==> src/rtl/core/sfa_pkg.sv <==
// Shared types, codes and the control program of the sprite frame animator.
// Used by every other file of the project; depends on nothing.
package sfa_pkg;

  typedef enum logic [2:0] {
    MODE_TICK    = 3'd0,
    MODE_PLAY    = 3'd1,
    MODE_STOP    = 3'd2,
    MODE_JUMP    = 3'd3,
    MODE_RESTART = 3'd4
  } mode_e;

  typedef enum logic [2:0] {
    REG_IMAGE_WIDTH  = 3'd0,
    REG_IMAGE_HEIGHT = 3'd1,
    REG_TILE_WIDTH   = 3'd2,
    REG_TILE_HEIGHT  = 3'd3,
    REG_FIRST_FRAME  = 3'd4,
    REG_LAST_FRAME   = 3'd5,
    REG_FRAME_PERIOD = 3'd6,
    REG_LOOP_ENABLE  = 3'd7
  } reg_e;

  typedef enum logic [3:0] {
    OP_IDLE,
    OP_NONE,
    OP_DECODE,
    OP_DIV1_LOAD,
    OP_DIV2_LOAD,
    OP_DIV_STEP,
    OP_MUL_X,
    OP_MUL_Y,
    OP_BAD,
    OP_EMIT
  } op_e;

  typedef enum logic [2:0] {
    COND_NEVER,
    COND_ALWAYS,
    COND_NO_START,
    COND_NO_SET,
    COND_TW_ZERO,
    COND_DIV_MORE,
    COND_Q_ZERO,
    COND_OUT_BUSY
  } cond_e;

  localparam int unsigned StepW = 4;

  localparam logic [StepW-1:0] StepIdle     = 4'd0;
  localparam logic [StepW-1:0] StepDecode   = 4'd1;
  localparam logic [StepW-1:0] StepDiv1Load = 4'd2;
  localparam logic [StepW-1:0] StepDiv1Run  = 4'd3;
  localparam logic [StepW-1:0] StepDiv2Load = 4'd4;
  localparam logic [StepW-1:0] StepDiv2Run  = 4'd5;
  localparam logic [StepW-1:0] StepMulX     = 4'd6;
  localparam logic [StepW-1:0] StepMulY     = 4'd7;
  localparam logic [StepW-1:0] StepBad      = 4'd8;
  localparam logic [StepW-1:0] StepEmit     = 4'd15;

  localparam int unsigned CfgDataW = 24;

  typedef struct packed {
    op_e              op;
    cond_e            cond;
    logic [StepW-1:0] target;
  } ctrl_t;

  typedef struct packed {
    logic [15:0] image_width;
    logic [15:0] image_height;
    logic [11:0] tile_width;
    logic [11:0] tile_height;
    logic [15:0] first_frame;
    logic [15:0] last_frame;
    logic [23:0] frame_period;
    logic        loop_enable;
  } cfg_t;

  typedef struct packed {
    logic set_req;
    logic tw_zero;
    logic div_more;
    logic q_zero;
  } dp_stat_t;

  typedef struct packed {
    logic     start;
    logic     out_busy;
    dp_stat_t dp;
  } seq_cond_t;

  typedef struct packed {
    logic [15:0] current_frame;
    logic [15:0] region_x;
    logic [27:0] region_y;
    logic        region_update;
    logic        region_bad;
    logic        is_playing;
  } res_t;

  // The control program. The step after the emit step wraps to idle.
  function automatic ctrl_t ucode(input logic [StepW-1:0] step);
    ctrl_t w;
    begin
      w = '{op: OP_NONE, cond: COND_ALWAYS, target: StepIdle};
      case (step)
        StepIdle:     w = '{op: OP_IDLE, cond: COND_NO_START, target: StepIdle};
        StepDecode:   w = '{op: OP_DECODE, cond: COND_NO_SET, target: StepEmit};
        StepDiv1Load: w = '{op: OP_DIV1_LOAD, cond: COND_TW_ZERO, target: StepBad};
        StepDiv1Run:  w = '{op: OP_DIV_STEP, cond: COND_DIV_MORE, target: StepDiv1Run};
        StepDiv2Load: w = '{op: OP_DIV2_LOAD, cond: COND_Q_ZERO, target: StepBad};
        StepDiv2Run:  w = '{op: OP_DIV_STEP, cond: COND_DIV_MORE, target: StepDiv2Run};
        StepMulX:     w = '{op: OP_MUL_X, cond: COND_NEVER, target: StepIdle};
        StepMulY:     w = '{op: OP_MUL_Y, cond: COND_ALWAYS, target: StepEmit};
        StepBad:      w = '{op: OP_BAD, cond: COND_ALWAYS, target: StepEmit};
        StepEmit:     w = '{op: OP_EMIT, cond: COND_OUT_BUSY, target: StepEmit};
        default:      w = '{op: OP_NONE, cond: COND_ALWAYS, target: StepIdle};
      endcase
      return w;
    end
  endfunction

endpackage

==> src/rtl/core/sfa_seq.sv <==
// Microcode sequencer: step counter, control program lookup and conditional jumps.
// Depends on sfa_pkg.
module sfa_seq (
  input  logic               clk_i,
  input  logic               rst_ni,
  input  sfa_pkg::seq_cond_t cond_i,
  output sfa_pkg::ctrl_t     ctrl_o
);

  logic [sfa_pkg::StepW-1:0] step_q, step_d;
  sfa_pkg::ctrl_t            ctrl;
  logic                      take;

  assign ctrl   = sfa_pkg::ucode(step_q);
  assign ctrl_o = ctrl;

  always_comb begin
    case (ctrl.cond)
      sfa_pkg::COND_NEVER:    take = 1'b0;
      sfa_pkg::COND_ALWAYS:   take = 1'b1;
      sfa_pkg::COND_NO_START: take = !cond_i.start;
      sfa_pkg::COND_NO_SET:   take = !cond_i.dp.set_req;
      sfa_pkg::COND_TW_ZERO:  take = cond_i.dp.tw_zero;
      sfa_pkg::COND_DIV_MORE: take = cond_i.dp.div_more;
      sfa_pkg::COND_Q_ZERO:   take = cond_i.dp.q_zero;
      sfa_pkg::COND_OUT_BUSY: take = cond_i.out_busy;
      default:                take = 1'b0;
    endcase
  end

  assign step_d = take ? ctrl.target : step_q + 1'b1;

  always_ff @(posedge clk_i or negedge rst_ni) begin
    if (!rst_ni) begin
      step_q <= sfa_pkg::StepIdle;
    end else begin
      step_q <= step_d;
    end
  end

endmodule

==> src/rtl/core/sfa_dp.sv <==
// Datapath: animation state, command decode, a shared divider and the two multipliers.
// Depends on sfa_pkg; driven by the control word from sfa_seq.
module sfa_dp #(
  parameter int unsigned FRAME_BITS = 16,
  parameter int unsigned TIME_BITS  = 25
) (
  input  logic              clk_i,
  input  logic              rst_ni,
  input  sfa_pkg::ctrl_t    ctrl_i,
  input  sfa_pkg::cfg_t     cfg_i,
  input  logic              load_i,
  input  logic [2:0]        mode_i,
  input  logic [15:0]       elapsed_i,
  input  logic [15:0]       target_frame_i,
  output sfa_pkg::dp_stat_t stat_o,
  output sfa_pkg::res_t     res_o
);

  localparam int unsigned DivW = (FRAME_BITS > 16) ? FRAME_BITS : 16;
  localparam int unsigned CntW = $clog2(DivW + 1);
  localparam logic [32:0] TimeMax = (33'd1 << TIME_BITS) - 33'd1;

  logic [2:0]            mode_q;
  logic [15:0]           elapsed_q;
  logic [15:0]           target_q;

  logic [FRAME_BITS-1:0] frame_q;
  logic [TIME_BITS-1:0]  acc_q;
  logic                  run_q;
  logic [15:0]           last_x_q;
  logic [27:0]           last_y_q;
  logic                  upd_q;
  logic                  bad_q;
  logic [FRAME_BITS-1:0] f_q;

  logic [DivW-1:0]       quo_q;
  logic [15:0]           rem_q;
  logic [15:0]           den_q;
  logic [CntW-1:0]       cnt_q;

  logic [FRAME_BITS-1:0] dec_f;
  logic [TIME_BITS-1:0]  dec_acc;
  logic                  dec_run;
  logic                  dec_set;

  logic [32:0]           sum;
  logic [32:0]           sat;
  logic [32:0]           next_ext;
  logic [16:0]           shifted;
  logic                  fits;
  logic [15:0]           rem_d;
  logic [27:0]           prod_x;
  logic [DivW+11:0]      prod_y;
  logic [31:0]           frame_wide;

  always_comb begin
    sum      = 33'(acc_q) + 33'(elapsed_q);
    sat      = (sum > TimeMax) ? TimeMax : sum;
    next_ext = 33'(frame_q) + 33'd1;
    dec_f    = frame_q;
    dec_acc  = acc_q;
    dec_run  = run_q;
    dec_set  = 1'b0;
    case (mode_q)
      sfa_pkg::MODE_TICK: begin
        if (run_q) begin
          if (sat >= 33'(cfg_i.frame_period)) begin
            dec_acc = '0;
            if (next_ext > 33'(cfg_i.last_frame)) begin
              if (cfg_i.loop_enable) begin
                dec_set = 1'b1;
                dec_f   = FRAME_BITS'(cfg_i.first_frame);
              end else begin
                dec_run = 1'b0;
              end
            end else begin
              dec_set = 1'b1;
              dec_f   = FRAME_BITS'(next_ext);
            end
          end else begin
            dec_acc = TIME_BITS'(sat);
          end
        end
      end
      sfa_pkg::MODE_PLAY: dec_run = 1'b1;
      sfa_pkg::MODE_STOP: dec_run = 1'b0;
      sfa_pkg::MODE_JUMP: begin
        dec_set = 1'b1;
        dec_f   = FRAME_BITS'(target_q);
      end
      sfa_pkg::MODE_RESTART: begin
        dec_acc = '0;
        dec_set = 1'b1;
        dec_f   = FRAME_BITS'(cfg_i.first_frame);
      end
      default: dec_set = 1'b0;
    endcase
  end

  assign shifted = {rem_q, quo_q[DivW-1]};
  assign fits    = shifted >= {1'b0, den_q};
  assign rem_d   = fits ? 16'(shifted - {1'b0, den_q}) : shifted[15:0];

  assign prod_x = 28'(rem_q) * 28'(cfg_i.tile_width);
  assign prod_y = (DivW + 12)'(quo_q) * (DivW + 12)'(cfg_i.tile_height);

  assign stat_o.set_req  = dec_set && (cfg_i.image_width != '0) && (cfg_i.image_height != '0);
  assign stat_o.tw_zero  = cfg_i.tile_width == '0;
  assign stat_o.div_more = cnt_q > CntW'(1);
  assign stat_o.q_zero   = quo_q[15:0] == '0;

  always_ff @(posedge clk_i) begin
    if (load_i) begin
      mode_q    <= mode_i;
      elapsed_q <= elapsed_i;
      target_q  <= target_frame_i;
    end
    case (ctrl_i.op)
      sfa_pkg::OP_DECODE:  f_q <= dec_f;
      sfa_pkg::OP_DIV1_LOAD: begin
        quo_q <= DivW'(cfg_i.image_width);
        den_q <= 16'(cfg_i.tile_width);
        rem_q <= '0;
      end
      sfa_pkg::OP_DIV2_LOAD: begin
        quo_q <= DivW'(f_q);
        den_q <= quo_q[15:0];
        rem_q <= '0;
      end
      sfa_pkg::OP_DIV_STEP: begin
        quo_q <= {quo_q[DivW-2:0], fits};
        rem_q <= rem_d;
      end
      default: rem_q <= rem_q;
    endcase
  end

  always_ff @(posedge clk_i or negedge rst_ni) begin
    if (!rst_ni) begin
      frame_q  <= '0;
      acc_q    <= '0;
      run_q    <= 1'b0;
      last_x_q <= '0;
      last_y_q <= '0;
      upd_q    <= 1'b0;
      bad_q    <= 1'b0;
      cnt_q    <= '0;
    end else begin
      if (load_i) begin
        upd_q <= 1'b0;
        bad_q <= 1'b0;
      end
      case (ctrl_i.op)
        sfa_pkg::OP_DECODE: begin
          acc_q <= dec_acc;
          run_q <= dec_run;
        end
        sfa_pkg::OP_DIV1_LOAD: cnt_q <= CntW'(DivW);
        sfa_pkg::OP_DIV2_LOAD: cnt_q <= CntW'(DivW);
        sfa_pkg::OP_DIV_STEP:  cnt_q <= cnt_q - 1'b1;
        sfa_pkg::OP_MUL_X:     last_x_q <= prod_x[15:0];
        sfa_pkg::OP_MUL_Y: begin
          last_y_q <= prod_y[27:0];
          frame_q  <= f_q;
          upd_q    <= 1'b1;
        end
        sfa_pkg::OP_BAD:       bad_q <= 1'b1;
        default:               cnt_q <= cnt_q;
      endcase
    end
  end

  assign frame_wide = 32'(frame_q);

  assign res_o.current_frame = frame_wide[15:0];
  assign res_o.region_x      = last_x_q;
  assign res_o.region_y      = last_y_q;
  assign res_o.region_update = upd_q;
  assign res_o.region_bad    = bad_q;
  assign res_o.is_playing    = run_q;

endmodule

==> src/rtl/core/sprite_frame_animator.sv <==
// Top level of the sprite frame animator: configuration registers, handshakes, result register.
// Depends on sfa_pkg, sfa_seq and sfa_dp.
//
// One command beat (tick, play, stop, jump or restart) gives exactly one result beat.
// Beats are handled one at a time by a microcoded sequencer. A command that sets a frame
// runs the shared one-bit-per-cycle divider twice (frames per row, then row and column).
// A frame set is refused for a zero tile width before the divider runs, and for an image
// narrower than a tile after the first division. The next command is accepted while the
// previous result still waits in the output register; the following result then waits in
// its last step until that register is free.
module sprite_frame_animator #(
  parameter int unsigned FRAME_BITS = 16,
  parameter int unsigned TIME_BITS  = 25
) (
  input  logic                         clk_i,
  input  logic                         rst_ni,
  input  logic                         cfg_we_i,
  input  logic [2:0]                   cfg_addr_i,
  input  logic [sfa_pkg::CfgDataW-1:0] cfg_wdata_i,
  input  logic                         in_valid_i,
  output logic                         in_ready_o,
  input  logic [2:0]                   mode_i,
  input  logic [15:0]                  elapsed_i,
  input  logic [15:0]                  target_frame_i,
  output logic                         out_valid_o,
  input  logic                         out_ready_i,
  output logic [15:0]                  current_frame_o,
  output logic [15:0]                  region_x_o,
  output logic [27:0]                  region_y_o,
  output logic                         region_update_o,
  output logic                         region_bad_o,
  output logic                         is_playing_o
);

  sfa_pkg::cfg_t      cfg_q;
  sfa_pkg::ctrl_t     ctrl;
  sfa_pkg::dp_stat_t  dp_stat;
  sfa_pkg::seq_cond_t cond;
  sfa_pkg::res_t      res;
  sfa_pkg::res_t      out_q;
  logic               out_valid_q;
  logic               accept;
  logic               out_busy;
  logic               emit;

  assign in_ready_o = ctrl.op == sfa_pkg::OP_IDLE;
  assign accept     = in_valid_i && in_ready_o;
  assign out_busy   = out_valid_q && !out_ready_i;
  assign emit       = (ctrl.op == sfa_pkg::OP_EMIT) && !out_busy;

  assign cond.start    = accept;
  assign cond.out_busy = out_busy;
  assign cond.dp       = dp_stat;

  always_ff @(posedge clk_i or negedge rst_ni) begin
    if (!rst_ni) begin
      cfg_q.image_width  <= '0;
      cfg_q.image_height <= '0;
      cfg_q.tile_width   <= 12'd1;
      cfg_q.tile_height  <= 12'd1;
      cfg_q.first_frame  <= '0;
      cfg_q.last_frame   <= '0;
      cfg_q.frame_period <= '0;
      cfg_q.loop_enable  <= 1'b0;
    end else if (cfg_we_i) begin
      case (cfg_addr_i)
        sfa_pkg::REG_IMAGE_WIDTH:  cfg_q.image_width  <= cfg_wdata_i[15:0];
        sfa_pkg::REG_IMAGE_HEIGHT: cfg_q.image_height <= cfg_wdata_i[15:0];
        sfa_pkg::REG_TILE_WIDTH:   cfg_q.tile_width   <= cfg_wdata_i[11:0];
        sfa_pkg::REG_TILE_HEIGHT:  cfg_q.tile_height  <= cfg_wdata_i[11:0];
        sfa_pkg::REG_FIRST_FRAME:  cfg_q.first_frame  <= cfg_wdata_i[15:0];
        sfa_pkg::REG_LAST_FRAME:   cfg_q.last_frame   <= cfg_wdata_i[15:0];
        sfa_pkg::REG_FRAME_PERIOD: cfg_q.frame_period <= cfg_wdata_i[23:0];
        sfa_pkg::REG_LOOP_ENABLE:  cfg_q.loop_enable  <= cfg_wdata_i[0];
        default:                   cfg_q.loop_enable  <= cfg_q.loop_enable;
      endcase
    end
  end

  sfa_seq u_seq (
    .clk_i  (clk_i),
    .rst_ni (rst_ni),
    .cond_i (cond),
    .ctrl_o (ctrl)
  );

  sfa_dp #(
    .FRAME_BITS (FRAME_BITS),
    .TIME_BITS  (TIME_BITS)
  ) u_dp (
    .clk_i          (clk_i),
    .rst_ni         (rst_ni),
    .ctrl_i         (ctrl),
    .cfg_i          (cfg_q),
    .load_i         (accept),
    .mode_i         (mode_i),
    .elapsed_i      (elapsed_i),
    .target_frame_i (target_frame_i),
    .stat_o         (dp_stat),
    .res_o          (res)
  );

  always_ff @(posedge clk_i or negedge rst_ni) begin
    if (!rst_ni) begin
      out_valid_q <= 1'b0;
    end else if (emit) begin
      out_valid_q <= 1'b1;
    end else if (out_ready_i) begin
      out_valid_q <= 1'b0;
    end
  end

  always_ff @(posedge clk_i) begin
    if (emit) begin
      out_q <= res;
    end
  end

  assign out_valid_o     = out_valid_q;
  assign current_frame_o = out_q.current_frame;
  assign region_x_o      = out_q.region_x;
  assign region_y_o      = out_q.region_y;
  assign region_update_o = out_q.region_update;
  assign region_bad_o    = out_q.region_bad;
  assign is_playing_o    = out_q.is_playing;

endmodule

==> config.mk <==
export PLATFORM = sky130hd
export DESIGN_NAME = sprite_frame_animator
export DESIGN_NICKNAME = d
export VERILOG_FILES = /design/src/rtl/core/sfa_pkg.sv /design/src/rtl/core/sfa_seq.sv /design/src/rtl/core/sfa_dp.sv /design/src/rtl/core/sprite_frame_animator.sv
export SDC_FILE = /design/constraint.sdc
export NUM_CORES = 1
export LEC_CHECK = 0
export BUFFER_PORTS_ARGS = -buffer_cell sky130_fd_sc_hd__buf_2
export CORE_UTILIZATION = 50
export CTS_CLUSTER_DIAMETER = 100
export DETAILED_ROUTE_END_ITERATION = 8
export GPL_TIMING_DRIVEN = 0
export PLACE_DENSITY = 0.71
export SYNTH_ARGS = -nofsm -noshare
export SYNTH_HDL_FRONTEND = slang
export SYNTH_SLANG_ARGS = --single-unit
==> constraint.sdc <==
create_clock -name clk_i -period 14.1 [get_ports clk_i]
set_input_delay 0 -clock clk_i [delete_from_list [all_inputs] [get_ports clk_i]]
set_output_delay 0 -clock clk_i [all_outputs]
set_load 0.03 [all_outputs]
=== Word-level counts from Yosys, hierarchy flattened ===
Memories as Yosys holds them, arrays and structs flattened.
Index checks and enable logic that the tools add are counted.

* $lt $le $gt $ge: 5
* Add/sub/neg operators: 5
* Equal/unequal tests: 27
* Multiplexer cells: 29
* $mul: 2
* Reductions and logical operators: 37

{| class="wikitable"
|+ Operators by type and width
! cell !! count
|-
| case mux 16 bit (3 select lines) || 2
|-
| 2-to-1 mux 16 bit || 5
|-
| case mux 16 bit (2 select lines) || 2
|-
| 2-to-1 mux 25 bit || 2
|-
| case mux 25 bit (2 select lines) || 1
|-
| greater-or-equal comparator 33 x 24 -> 1 bit || 1
|-
| > comparator 33 x 16 -> 1 bit || 1
|-
| > comparator 33 x 25 -> 1 bit, second input constant || 1
|-
| 2-to-1 mux 33 bit || 1
|-
| nonzero test 16 bit || 2
|-
| multiplier 16 x 12 -> 28 bit || 1
|-
| equality test 3 bit, second input constant || 9
|-
| adder 25 x 16 -> 26 bit || 1
|-
| equality test 3 x 2 -> 1 bit, second input constant || 6
|-
| AND reduction 2 bit || 9
|-
| adder 16 x 1 -> 17 bit, second input constant || 1
|-
| greater-or-equal comparator 17 x 16 -> 1 bit || 1
|-
| equality test 4 x 3 -> 1 bit, second input constant || 4
|-
| logical NOT 16 bit || 1
|-
| multiplier 16 x 12 -> 16 bit || 1
|-
| subtractor 16 bit || 1
|-
| logical NOT 12 bit || 1
|-
| nonzero test 2 bit || 6
|-
| 2-to-1 mux 1 bit || 11
|-
| 19 further kinds || 34
|}

* Bits in read-only memories: 176
* Output and inout port bits: 65
* Register bits: 373
* Logic and storage cells: 137
* Memories: 1
* Input port bits: 67

{| class="wikitable"
|+ Memory list
! name !! words !! width !! rd ports !! clocked after Yosys merged registers in !! write ports !! RTL line !! source
|-
| (no name shown) || 16 || 11 || 1 || 0 || 0 || sfa_pkg.sv:107 || <nowiki>case (step)</nowiki>
|}

=== Longest topological paths before layout ===
Gate-level depths: netlist of run 1.

* Depth in word-level cells: 12
* Mapped depth: 22
* Depth with buffers taken out: 21

=== Modules after synthesis ===
Synthesis of run 1 repeated with hierarchy kept, for this count alone.

* Cell total of the unflattened synthesis: 2703
* Area, all modules: 28055.7 um2

{| class="wikitable"
|+ Modules (own cells, without submodules)
! module !! instances !! area an instance (um2) !! cells an instance !! sequential area each (um2)
|-
| sfa_dp || 1 || 21181.6 || 2317 || 5300.1
|-
| sprite_frame_animator || 1 || 6311.1 || 318 || 4747.1
|-
| sfa_seq || 1 || 563.0 || 68 || 100.1
|}

=== Worst setup path after synthesis of run 1 ===
OpenSTA, ideal clock, no wires.

* Path kind: register -> register
* Start point: reg cfg_q[68] (netlist bit)
* End point: reg u_dp.last_y_q[26]
* Slack: 8.329 ns
* Buffers on the path: 1
* Stages on the path, launching flop included: 21
* Data arrival time: 5.640 ns
* Library setup time: 0.131 ns
* Required time: 13.969 ns
* Clock period less this slack: 5.771 ns
* Path through: dfrtp_1 -> clkbuf_1 -> nand2_1 -> fa_1 -> fa_1 -> inv_1 -> fa_1 -> inv_1 -> fa_1 -> inv_1 -> fa_1 -> ha_1 -> a211o_1 -> or2_0 -> o2111ai_1 -> a31oi_1 -> a221o_1 -> a211o_1 -> a21oi_1 -> xor2_1 -> o21ai_1

* Cells in the longest elaborated chain, start to end: 1

{| class="wikitable"
|+ RTL lines
! element !! RTL line !! source
|-
| start, declared || sprite_frame_animator.sv:35 || <nowiki>sfa_pkg::cfg_t cfg_q;</nowiki>
|-
| multiplier 16 x 12 -> 28 bit || sfa_dp.sv:105 || <nowiki>assign prod_y = (DivW + 12)'(quo_q) * (DivW + 12)'(cfg_i.tile_height);</nowiki>
|-
| end signal, assigned || sfa_dp.sv:163 || <nowiki>last_y_q <= prod_y[27:0];</nowiki>
|-
| end, declared || sfa_dp.sv:31 || <nowiki>logic [27:0] last_y_q;</nowiki>
|}

No other way between the ends.
A chain may end at the register's enable or synchronous reset.

=== Worst setup path in the final report of run 1 ===
* Start point: reg cfg_q[66] (netlist bit)
* End point: reg u_dp.last_y_q[26]

Same word-level chain as after synthesis.

==> metrics.md, run 1 <==
| Metric | Value |
|---|---|
| Status | `complete, no violations` |
| Hold_sp | `cfg_we_i` |
| CTS tree | `built` |
| Die Ht | `~240 um` |
| Nets | `around 3.4k` |
| Rows | `85` |
| Via count | `between 20k and 25k` |
| Vias in the first global route | `21.1k` |
| WHS Endpoint | `cfg_q[2]` |
| Placer Congestion | `between 0.9 and 1` |
| Nature of the critical path startpoint | `register` |
| Hpwl dp | `roughly 52 mm` |
| Ant. Diodes | `0` |
| M1 GR Usage | `about a third` |
| Largest net degree at the start of global routing | `roughly 100` |
| Skew-Pair Late Insertion Delay | `between 0.5 and 0.6 ns` |
| Met2 Track Usage GR | `a little over two fifths` |
| CP delay by family, top | `adder cells` |
| Die area | `about 56000 um2` |
| Final setup violation count | `0` |
| Area delta synth->final | `14.1%` |
| Reg2Reg Setup Slack | `around 7.6 ns` |
| CP Class | `register to register` |
| Post-synth ARST share | `between 50% and 60%` |
| Slowest CP cell | `fa_1` |
| Mapped Area | `~28000 um2` |
| Final Hold Viols | `0` |
| Storage cell area | `just over 10000 um2` |
| Max-slew violations | `0` |
| Max Clk Rate | `~150 MHz` |
| Area of the multi-input gates | `around 16000 um2` |
| WL final | `69.3 mm` |
| Synth unique cells | `between 70 and 80` |
| Syn avg cell area | `10.3 um2` |
| Tcrit/Tclk final | `a little under half` |
| Max cap viols | `0` |
| DRC | `0` |
| Worst EP required | `14.54 ns` |
| GR Overflow Total | `0` |
| Final Skew | `roughly 0.021 ns` |
| TritonCTS buffer count | `44` |
| Slew HR | `19.1%` |
| Setup Fix Bufs, Post-CTS | `0` |
| Critical path endpoint category | `register` |
| Port Buffers | `~130` |
| Commonest non-fill, non-tap cell in the layout | `nand2_1` |
| DIE WIDTH | `around 240 um` |
| RR Startpoint | `cfg_q[66]` |
| First-pass detailed-route iteration total | `6` |
| Initial antenna violation count | `0` |
| RSZ-0062 raised after global routing | `false` |
| Detailed router's first-iteration violation count | `~1.7k` |
| FF+latch count, synth | `between 300 and 400` |
| Post-synth EDFFs | `162` |
| Total core area | `about 54000 um2` |
| Critical Path Max Stage Delay | `about 0.55 ns` |
| IO Count | `approximately 130` |
| Mapped Cells | `2676` |
| CP bufs+invs | `4` |
| Reg clk slew, reported paths | `about 0.060 ns` |
| Vias/cell | `around 5.6` |
| CP Max Fanout | `10` |
| R2r endpoint | `u_dp.last_y_q[26]` |
| Initial core utilization | `roughly 50%` |
| Worst R2R Path Depth | `20` |
| First-pass GRT wire length | `roughly 110 mm` |
| Syn Nets | `3145` |
| Hold Path Class | `input port to register` |
| Routed WL per cell | `19.0 um` |
| Setup TNS | `0 ns` |
| Top FF cell, synth | `dfrtp_1` |
| Clock tree root buffer cell | `clkbuf_16` |
| Total global-route track usage | `roughly 25%` |
| Crit-path cells | `clkbuf_1, nand2_1, fa_1, fa_1, inv_1, fa_1, inv_1, fa_1, inv_1, fa_1, ha_1, a211o_1, or2_0, o2111ai_1, a31oi_1, a221o_1, a211o_1, a21oi_1, xor2_1, o21ai_1` |
| ANT nets after route | `0` |
| Share of cells above drive strength 1 | `about an eighth` |
| Seq/Total Area, Yosys | `36.8%` |
| Synth warnings | `0` |
| Clock Path Buffers | `3` |
| Clock Sinks | `373` |
| H-tree Lvls | `2` |
| Gr busiest metal | `met2` |
| Fillers | `~4.6k` |
| Met3 Track Usage GR | `approximately 3.7%` |
| Worst slew pin tran | `approximately 1.2 ns` |
| Cell mode on critical path | `fa_1` |
| WP data arrival | `about 7.0 ns` |
| WHS | `between 0.04 and 0.05 ns` |
| Final min period | `about 6.5 ns` |
| Most frequent cells in the layout | `402 x nand2_1, 320 x inv_1, 221 x fa_1` |
| Min-Delay Path Depth | `3` |
## what timing repair did
action,4_1_cts,5_1_grt
endpoints found under the setup margin,0,0
gates resized for setup,0,0
endpoints found under the hold margin,278,0
hold buffers,66,0
## cell type report
type	count	area share (%)
repair buffers	199	4.56
clock inverters	25	1.17
inverters	321	3.83
multi-input cells	1857	50.0
clock buffers	56	3.87
plain buffers	125	1.58
flip-flops and latches	373	32.2
well taps	696	2.77
## logic make-up after synthesis
| logic type | count (synthesis) | share of synthesized area, % |
|---|---|---|
| muxes | 176 | 7.04 |
| and+or+nand+nor | 788 | 13.3 |
| buffers and inverters | 446 | 6.17 |
| xor gates and xnor gates | 94 | 2.99 |
| adders and majority gates | 402 | 24.3 |
| AOI/OAI and AO/OA | 397 | 9.45 |
| DFF | 373 | 36.8 |
## state kept, by name, indices dropped and copies added, names as in the netlist, 25 cells and up
register	count
cfg_q	113
region_y_o	28
u_dp.last_y_q	28
u_dp.acc_q	25
## through the flow
step / instance area (um2) / cells / utilization (%) / worst slack, ns
2_1_floorplan: 27600 / 2676 / - / 8.33
3_3_place_gp: 29100 / 3501 / 53.7 / 7.66
3_5_place_dp: 29200 / 3504 / 53.9 / 7.62
4_1_cts: 31400 / 3651 / 58.1 / 7.57
5_1_grt: 31500 / 3652 / 58.1 / 7.26
6_report: 31500 / 3652 / 58.1 / 7.55
## Yosys cell counts (11+ instances only)
cell type / number / area share (%)
dfrtp_1: 209 / 19
nand4_1: 16 / 0.36
a21oi_1: 81 / 1.5
a31oi_1: 17 / 0.39
o21ai_0: 112 / 2.0
and2_1: 121 / 2.7
o22ai_1: 28 / 0.64
nand3_1: 29 / 0.53
nand2_1: 402 / 5.5
nor2_1: 102 / 1.4
xor2_1: 33 / 1.0
nor2b_1: 13 / 0.30
xnor2_1: 61 / 1.9
fa_1: 221 / 16
a21o_1: 25 / 0.68
edfxtp_1: 162 / 18
ha_1: 181 / 8.2
and3_1: 16 / 0.36
clkbuf_1: 112 / 1.5
nand2b_1: 15 / 0.34
mux2i_1: 38 / 1.4
a211oi_1: 11 / 0.30
mux2_2: 136 / 5.6
a211o_1: 12 / 0.38
a22oi_1: 11 / 0.30
nor3_1: 22 / 0.40
nor4_1: 18 / 0.41
a22o_1: 22 / 0.70
inv_1: 321 / 4.4
o21a_1: 17 / 0.46
## worst register-to-register path: cells and delay by family, from the launching register on
| family | cells | cell delay, ns |
|---|---|---|
| buf+inv | 4 | 0.64 |
| flops | 1 | 0.54 |
| simple gates | 2 | 0.37 |
| compound gates | 7 | 1.72 |
| fa+ha+maj | 6 | 2.96 |
| xor+xnor | 1 | 0.17 |
## layer usage
| metal | wire length, um | vias up |
|---|---|---|
| met3 | 3820 | 159 |
| met5 | 0 | - |
| met4 | 2420 | 0 |
| li1 | - | 9452 |
| met1 | 29500 | 10200 |
| met2 | 33500 | 610 |
## worst max-delay path by stage
stage / cells past startpoint / start / slack (ns) / endpoint
2_1_floorplan: 20 / cfg_q[68] / 8.33 / u_dp.last_y_q[26]
3_3_place_gp: 20 / cfg_q[68] / 7.66 / u_dp.last_y_q[26]
3_5_place_dp: 20 / u_dp.quo_q[6] / 7.62 / u_dp.last_y_q[26]
4_1_cts: 20 / u_dp.quo_q[6] / 7.57 / u_dp.last_y_q[26]
5_1_grt: 20 / u_dp.quo_q[6] / 7.26 / u_dp.last_y_q[26]
6_report: 20 / cfg_q[66] / 7.55 / u_dp.last_y_q[26]
Power of run 1 is left out: the tool's default activity adds up to more than one toggle a clock period on the data nets, which glitch-free logic cannot reach.
==> run 2, diff against run 1 <==
PLACE_DENSITY = 0.74   (was 0.71)
clock period = 5.5 ns   (was 14.1 ns; I/O delays follow)
==> metrics.md, run 2 (synthesized netlist as in run 1, its figures left out) <==
| Metric | Value |
|---|---|
| Status | `finished, violations left` |
| Violated checks | `hold timing, setup timing` |
| Max Clk Rate | `~170 MHz` |
| RSZ-0062 raised after global routing | `true` |
| Hold Path Class | `input port to async pin` |
| First-pass detailed-route iteration total | `6` |
| DIE WIDTH | `between 200 and 250 um` |
| DP Worst Slack | `-0.890 ns` |
| Commonest non-fill, non-tap cell in the layout | `nand2_1` |
| Die area | `roughly 56000 um2` |
| Fillers | `approximately 4.4k` |
| DRC | `0` |
| Hpwl dp | `a little over 50 mm` |
| Flip-flop count of the largest register after layout | `113` |
| Critical path endpoint category | `register` |
| Largest net degree at the start of global routing | `102` |
| Detailed router's first-iteration violation count | `around 1.6k` |
| Via count | `roughly 21k` |
| Max cap viols | `0` |
| Total core area | `around 54000 um2` |
| Worst EP required | `~6.0 ns` |
| Max-slew violations | `0` |
| CP Max Fanout | `5` |
| Slew HR | `between 20% and 30%` |
| CP Class | `register to register` |
| Vias/cell | `roughly 5.6` |
| TritonCTS buffer count | `42` |
| Ant. Diodes | `0` |
| Initial core utilization | `between 50% and 60%` |
| Skew-Pair Late Insertion Delay | `0.60 ns` |
| Die Ht | `around 240 um` |
| Clock tree root buffer cell | `clkbuf_16` |
| Rows | `85` |
| CTS tree | `built` |
| WHS | `-0.00801 ns` |
| Final min period | `5.78 ns` |
| Initial antenna violation count | `2` |
| Worst slew pin tran | `between 1 and 1.5 ns` |
| WL met3 | `around 4.2 mm` |
| Reg clk slew, reported paths | `0.06 ns` |
| Port Buffers | `129` |
| WP data arrival | `between 6 and 7 ns` |
| Most frequent cells in the layout | `400 x nand2_1, 317 x inv_1, 221 x fa_1` |
| Worst Setup Slack, final | `-0.279 ns` |
| Met2 Routed Length | `34.6 mm` |
| Routed WL per cell | `between 15 and 20 um` |
| Final Hold Viols | `3` |
| Area delta synth->final | `15.7%` |
| Met1 WL | `around 30 mm` |
| Post-layout util | `between 50% and 60%` |
| Clock Sinks | `~370` |
| Total global-route track usage | `~26%` |
| Clock Path Buffers | `3` |
| Vias in the first global route | `around 21k` |
| Final setup violation count | `10` |
| Tcrit/Tclk final | `105%` |
| Highest metal used | `met4` |
| Final Skew | `~0.028 ns` |
| Most flop-heavy register | `cfg_q` |
| Share of cells above drive strength 1 | `between 10% and 20%` |
| IO Count | `between 100 and 150` |
| Nets | `approximately 3.4k` |
| ANT nets after route | `0` |
| Placer Congestion | `0.946` |
| GR Overflow Total | `0` |
| H-tree Lvls | `2` |
| First-pass GRT wire length | `113 mm` |
| WL final | `70.7 mm` |
| Nature of the critical path startpoint | `register` |
[run 2: repair_timing]
action,CTS,global route
resized for setup,53,42
pin swaps,11,10
setup buffers,33,17
setup endpoints to repair,34,34
hold buffers,68,0
cloned,0,0
hold endpoints to repair,268,0
[run 2: final cells by class]
type | instances | area (um2) | share of cell area (%)
flip-flops and latches | 373 | 10200 | 31.8
well taps | 696 | 871 | 2.73
multi-input cells | 1857 | 15900 | 49.7
repair buffers | 251 | 1830 | 5.73
clock buffers | 55 | 1140 | 3.58
plain buffers | 115 | 644 | 2.02
inverters | 321 | 1200 | 3.78
clock inverters | 22 | 199 | 0.623
[run 2: critical path: stages (launching register included)]
cell and delay (ns):
edfxtp_1 0.45, clkbuf_8 0.19, buf_4 0.15, and2_1 0.15, fa_1 0.56, fa_1 0.46, fa_1 0.56, fa_1 0.52
fa_1 0.52, ha_1 0.39, or3_1 0.38, o21ai_0 0.16, a31oi_4 0.08, buf_4 0.17, buf_6 0.11, a21o_1 0.17
a31o_2 0.26, a21oi_2 0.14, xnor2_1 0.14, o21ai_1 0.07
[run 2: worst paths after layout]
path	slack, ns	to	cells past startpoint	startpoint
setup / recovery	-0.28	u_dp.last_y_q[20]	19	u_dp.quo_q[6]
hold / removal	-0.008	u_dp.last_y_q[8]	3	rst_ni
setup reg to reg	-0.28	u_dp.last_y_q[20]	19	u_dp.quo_q[6]
hold reg to reg	0.44	region_x_o[4]	0	u_dp.last_x_q[4]
max in group asynchronous	4.29	u_dp.last_y_q[9]	3	rst_ni
min in group clk_i	0.05	cfg_q[68]	4	cfg_addr_i[0]
[run 2: per-stage QoR]
step / instances / hold WS (ns) / TNS (ns) / instance area [um2]
after global routing: 3690 / 0.0622 / -3.22 / 31900
after floorplan: 2676 / -0.296 / -0.0246 / 27700
after detailed placement: 3504 / -0.159 / -8.21 / 29300
final: 3690 / -0.00801 / -1.49 / 31900
after CTS: 3675 / 0.0274 / -0.855 / 31700
after global placement: 3501 / 0.176 / -6.77 / 29200
[run 2: metal layers]
metal | global-route usage, % | vias to the layer above
met1 | 32.8 | 10300
met5 | 0 | -
met4 | 9.90 | 0
li1 | - | 9534
met3 | 3.49 | 168
met2 | 44.4 | 674
Power of run 2 is left out for the same reason.
